### config.mk
export PLATFORM = sky130hd
export DESIGN_NAME = cls_front
export DESIGN_NICKNAME = d
export VERILOG_FILES = /design/src/design/cls_pkg.sv /design/src/design/cls_front.sv
export SDC_FILE = /design/constraint.sdc
export NUM_CORES = 1
export LEC_CHECK = 0
export ABC_AREA = 1
export BUFFER_PORTS_ARGS = -buffer_cell sky130_fd_sc_hd__buf_2
export CAP_MARGIN = 20
export CORE_ASPECT_RATIO = 1.2
export CORE_MARGIN = 2
export CORE_UTILIZATION = 33
export DETAILED_ROUTE_END_ITERATION = 8
export PLACE_DENSITY = 0.48
export SETUP_SLACK_MARGIN = 0.02
export SYNTH_ARGS = -nofsm -noshare
export SYNTH_HDL_FRONTEND = slang
export SYNTH_SLANG_ARGS = --single-unit
export TNS_END_PERCENT = 50
### constraint.sdc
create_clock -name aclk -period 5.8 [get_ports aclk]
set_clock_uncertainty 0.2 [all_clocks]
set_input_delay 0 -clock aclk [delete_from_list [all_inputs] [get_ports aclk]]
set_output_delay 0 -clock aclk [all_outputs]
set_load 0.005 [all_outputs]
### src/design/cls_pkg.sv
// shared types, constants and the permutation table of the solver
`default_nettype none
package cls_pkg;

    localparam int MAX_SIZE  = 4;
    localparam int COLS      = MAX_SIZE + 1;
    localparam int MAT_DEPTH = MAX_SIZE * COLS;
    localparam int ADDR_W    = $clog2(MAT_DEPTH);
    localparam int NPERM     = 24;
    localparam int ACC_W     = 160;
    localparam int REM_W     = 136;

    // one classified input item on its way to the solver core
    typedef struct packed {
        logic              wr;
        logic [ADDR_W-1:0] addr;
        logic [31:0]       data;
        logic              last;
    } cls_item_t;

    // column picked in each row, row 0 in the low bits
    localparam logic [7:0] PERM_COLS [NPERM] = '{
        {2'd3, 2'd2, 2'd1, 2'd0}, {2'd2, 2'd3, 2'd1, 2'd0},
        {2'd3, 2'd1, 2'd2, 2'd0}, {2'd1, 2'd3, 2'd2, 2'd0},
        {2'd2, 2'd1, 2'd3, 2'd0}, {2'd1, 2'd2, 2'd3, 2'd0},
        {2'd3, 2'd2, 2'd0, 2'd1}, {2'd2, 2'd3, 2'd0, 2'd1},
        {2'd3, 2'd0, 2'd2, 2'd1}, {2'd0, 2'd3, 2'd2, 2'd1},
        {2'd2, 2'd0, 2'd3, 2'd1}, {2'd0, 2'd2, 2'd3, 2'd1},
        {2'd3, 2'd1, 2'd0, 2'd2}, {2'd1, 2'd3, 2'd0, 2'd2},
        {2'd3, 2'd0, 2'd1, 2'd2}, {2'd0, 2'd3, 2'd1, 2'd2},
        {2'd1, 2'd0, 2'd3, 2'd2}, {2'd0, 2'd1, 2'd3, 2'd2},
        {2'd2, 2'd1, 2'd0, 2'd3}, {2'd1, 2'd2, 2'd0, 2'd3},
        {2'd2, 2'd0, 2'd1, 2'd3}, {2'd0, 2'd2, 2'd1, 2'd3},
        {2'd1, 2'd0, 2'd2, 2'd3}, {2'd0, 2'd1, 2'd2, 2'd3}
    };

    // odd permutations
    localparam logic [NPERM-1:0] PERM_ODD = 24'h666666;

endpackage
`default_nettype wire

### src/design/cls_front.sv
// input side: range check of each item and a short queue toward the core
`default_nettype none
module cls_front (
    input  wire logic              aclk,
    input  wire logic              aresetn,
    input  wire logic              s_tvalid,
    output logic                   s_tready,
    input  wire logic [39:0]       s_tdata,   // row_index, column_index, element_value, pad
    input  wire logic              s_tlast,
    output logic                   q_valid,
    output cls_pkg::cls_item_t     q_item,
    input  wire logic              q_pop
);
    import cls_pkg::*;

    localparam int QD = 4;

    cls_item_t  q_mem_reg [QD];
    logic [1:0] wptr_reg, wptr_next, rptr_reg, rptr_next;
    logic [2:0] cnt_reg, cnt_next;
    logic       push;
    cls_item_t  item;
    logic [1:0] row;
    logic [2:0] col;

    // classify: out-of-range positions keep only the last mark
    always_comb begin
        row       = s_tdata[1:0];
        col       = s_tdata[4:2];
        item.wr   = (col <= 3'(MAX_SIZE));
        item.addr = ADDR_W'(({3'd0, row} << 2) + {3'd0, row} + {2'd0, col});
        item.data = s_tdata[36:5];
        item.last = s_tlast;
    end

    assign s_tready = (cnt_reg != 3'(QD));
    assign push     = s_tvalid && s_tready;
    assign q_valid  = (cnt_reg != 3'd0);
    assign q_item   = q_mem_reg[rptr_reg];

    // pointer and fill count
    always_comb begin
        wptr_next = push ? wptr_reg + 2'd1 : wptr_reg;
        rptr_next = q_pop ? rptr_reg + 2'd1 : rptr_reg;
        cnt_next  = cnt_reg + {2'd0, push} - {2'd0, q_pop};
    end

    always_ff @(posedge aclk) begin
        if (!aresetn) begin
            wptr_reg <= '0;
            rptr_reg <= '0;
            cnt_reg  <= '0;
        end else begin
            wptr_reg <= wptr_next;
            rptr_reg <= rptr_next;
            cnt_reg  <= cnt_next;
        end
    end

    // queue storage
    always_ff @(posedge aclk) begin
        if (push) begin
            q_mem_reg[wptr_reg] <= item;
        end
    end

endmodule
`default_nettype wire

==> impl_metrics.toml <==
[placed_design]
portBuffers = 82
dp_hpwl_mm = 7.64
place.gp.congestion = 0.786

[clock_tree]
clkSlewWorstSetupHoldPaths_ns = 0.06
clockBufferDepth = 2
cts_root_buf = "clkbuf_16"
cts_buffers = 17
htreeDepth = 4
cts_setup_buffers = 0
clkLatencyLatePin_ns = 0.42
cts_tree = "built"
cts_sinks = 165

[worst_hold_path]
hp-class = "in -> reg"

[cells_and_area]
nNetsFinal = 639
fin_util = 0.425
mostFrequentLayoutCells = "edfxtp_1, nor2_1, buf_2"
layout_commonest_cell = "edfxtp_1"
largest_reg_flops = 156
antenna_cells = 0
seq_area_um2 = 4870
multi_input_area_um2 = 1290
drive_gt1_frac = 0.206
syn_to_final_growth_pct = 25.9
n_fill_cell = 1789

[synth]
synth_seq_cells = 165
postSynthAreaPerCell_um2 = 13.9
synth_xor_area_frac = 0.00138
syn-cell-area_um2 = 6370
synth_compound_area_frac = 0.108
syn_inst = 457
synth_fa_ha_area_frac = 0.0240
yosys_warnings = 0
synth_top_family_by_area = "compound AO/OA/AOI/OAI gates"
yosys.area_share.simple = 0.0645
synthMuxAreaShare = 0
seq_area_frac_synth = 0.764
syn_nets = 513
yosysUniqueCellTypes = 22

[setup_path]
critical_path.max_stage_delay_ns = 0.54
cp.required_ns = 5.91
startpoint_type = "flip-flop"
crit_fanout = 6
arrival_ns = 3.07
crit_slowest_cell = "dlygate4sd3_1"
critPathCaptureType = "flip-flop"
critPathKind = "reg -> reg"
crit_chain = "nor2_1 -> nand2_1 -> nand2_1 -> ha_1 -> inv_1 -> ha_1 -> inv_1 -> fa_1 -> nor2_1 -> dlygate4sd3_1"

[sta]
max_slew.worst_pin.slew_ns = 0.846
slew_viol_final = 0
whs_ns = 0.127
setup_tns_ns = 0
max_freq_mhz = 337
fin_crit_sh = 0.511
hold_viol_final = 0
rsz0062_at_grt = "no"
finalSetupViolations = 0
relSlewSlack = 0.436
min_period_ns = 2.97

[route]
num_vias = 4016
routed_wl_mm = 14.2
firstDrtPassIters = 4
wire_per_inst_um = 16.7
vias_per_cell = 4.71
drc_errors = 0
drt_first_iter_violations = 189
ant_nets = 0

[power_and_ir_drop]
powerDensity_nw_per_um2 = 374
p_leak_nw = 2.86
total_power_w = 0.00300
ir_drop_v = 0.000196

[floorplan]
coreArea_um2 = 18900
die-area_um2 = 20400
start_util = 0.338
rows = 55
fp.dieW_um = 131
ioPinCount = 86
die_h_um = 156

[global_routing]
antenna_found_initial = 0
grt_pass1_vias = 4108
grt_util_all_layers = 0.146
grt_first_pass_wirelength_mm = 21.7
grt_start_max_net_pins = 80
overflow = 0

[run_status]
outcome = "complete, no violations"

[run]
max-cap-violations = 0
per-stage QoR:
stage | instance area, µm² | setup WS, ns | std cells
4_1_cts | 8020 | 2.82 | 852
3_5_place_dp | 7010 | 3.09 | 776
2_1_floorplan | 6370 | 2.78 | 457
3_3_place_gp | 7010 | 3.13 | 776
6_report | 8020 | 2.83 | 852
5_1_grt | 8020 | 2.67 | 852
repair_timing:
action,in CTS,in global routing
gates resized for setup,0,0
hold buffers,44,0
hold endpoints to repair,165,0
metal layers:
layer | global-route usage | wire [µm]
met1 | 0.171 | 6100
met3 | 0.0374 | 547
met5 | 0 | 0
met4 | 0.0542 | 247
met2 | 0.254 | 7330
where the power goes:
group | switching [W] | internal, W
combinational | 0.000271 | 0.000153
clock | 0.000449 | 0.000628
sequential | 0.0000354 | 0.00146
total | 0.000755 | 0.00224
synthesized netlist by cell type:
| cell type | instances | area (µm²) |
|---|---|---|
| buf_2 | 9 | 45.0 |
| clkbuf_2 | 3 | 15.0 |
| a21boi_0 | 1 | 7.51 |
| nor2_1 | 89 | 334 |
| inv_4 | 1 | 6.26 |
| xnor2_1 | 1 | 8.76 |
| o22ai_1 | 39 | 244 |
| dfxtp_1 | 9 | 180 |
| nand3_1 | 4 | 20.0 |
| edfxtp_1 | 156 | 4680 |
| clkbuf_1 | 4 | 15.0 |
| buf_4 | 1 | 7.51 |
| buf_6 | 6 | 67.6 |
| o21ai_0 | 81 | 405 |
| ha_1 | 9 | 113 |
| nand2_1 | 15 | 56.3 |
| a21oi_1 | 4 | 20.0 |
| inv_1 | 18 | 67.6 |
| fa_1 | 2 | 40.0 |
| o21ai_1 | 2 | 10.0 |
| inv_2 | 1 | 3.75 |
| clkbuf_4 | 2 | 15.0 |
layout make-up:
type                       instances  area share
timing repair buffer             132       0.112
tap                              256      0.0400
clock buffer                      18      0.0535
inverter                          20     0.00968
multi-input combinational        247       0.161
sequential                       165       0.607
clock inverter                    14      0.0172
critical path, delay by kind of cell, from the launching register on:
family / cells / cell delay, ns
and+or+nand+nor: 4 / 0.74
adders and majority gates: 3 / 0.91
DFF: 1 / 0.35
buffers and inverters: 3 / 0.65
final timing paths:
kind / cells past startpoint / endpoint / slack (ns) / from
worst min-delay path: 2 / q_mem_reg[0][11] / 0.13 / s_tdata[15]
worst max register to register: 10 / cnt_reg[1] / 2.83 / cnt_reg[1]
worst max-delay path: 10 / cnt_reg[1] / 2.83 / cnt_reg[1]
worst min register to register: 1 / flip-flop / 0.23 / rptr_reg[1]
kinds of logic after synthesis:
| kind of cell | after synthesis |
|---|---|
| flip-flops | 165 |
| AND/OR/NAND/NOR | 108 |
| adder cells (fa/ha/maj) | 11 |
| buffers and inverters | 45 |
| AO/OA/AOI/OAI | 127 |
| XOR/XNOR | 1 |
No activity file was read; power rests on OpenSTA's default activity.
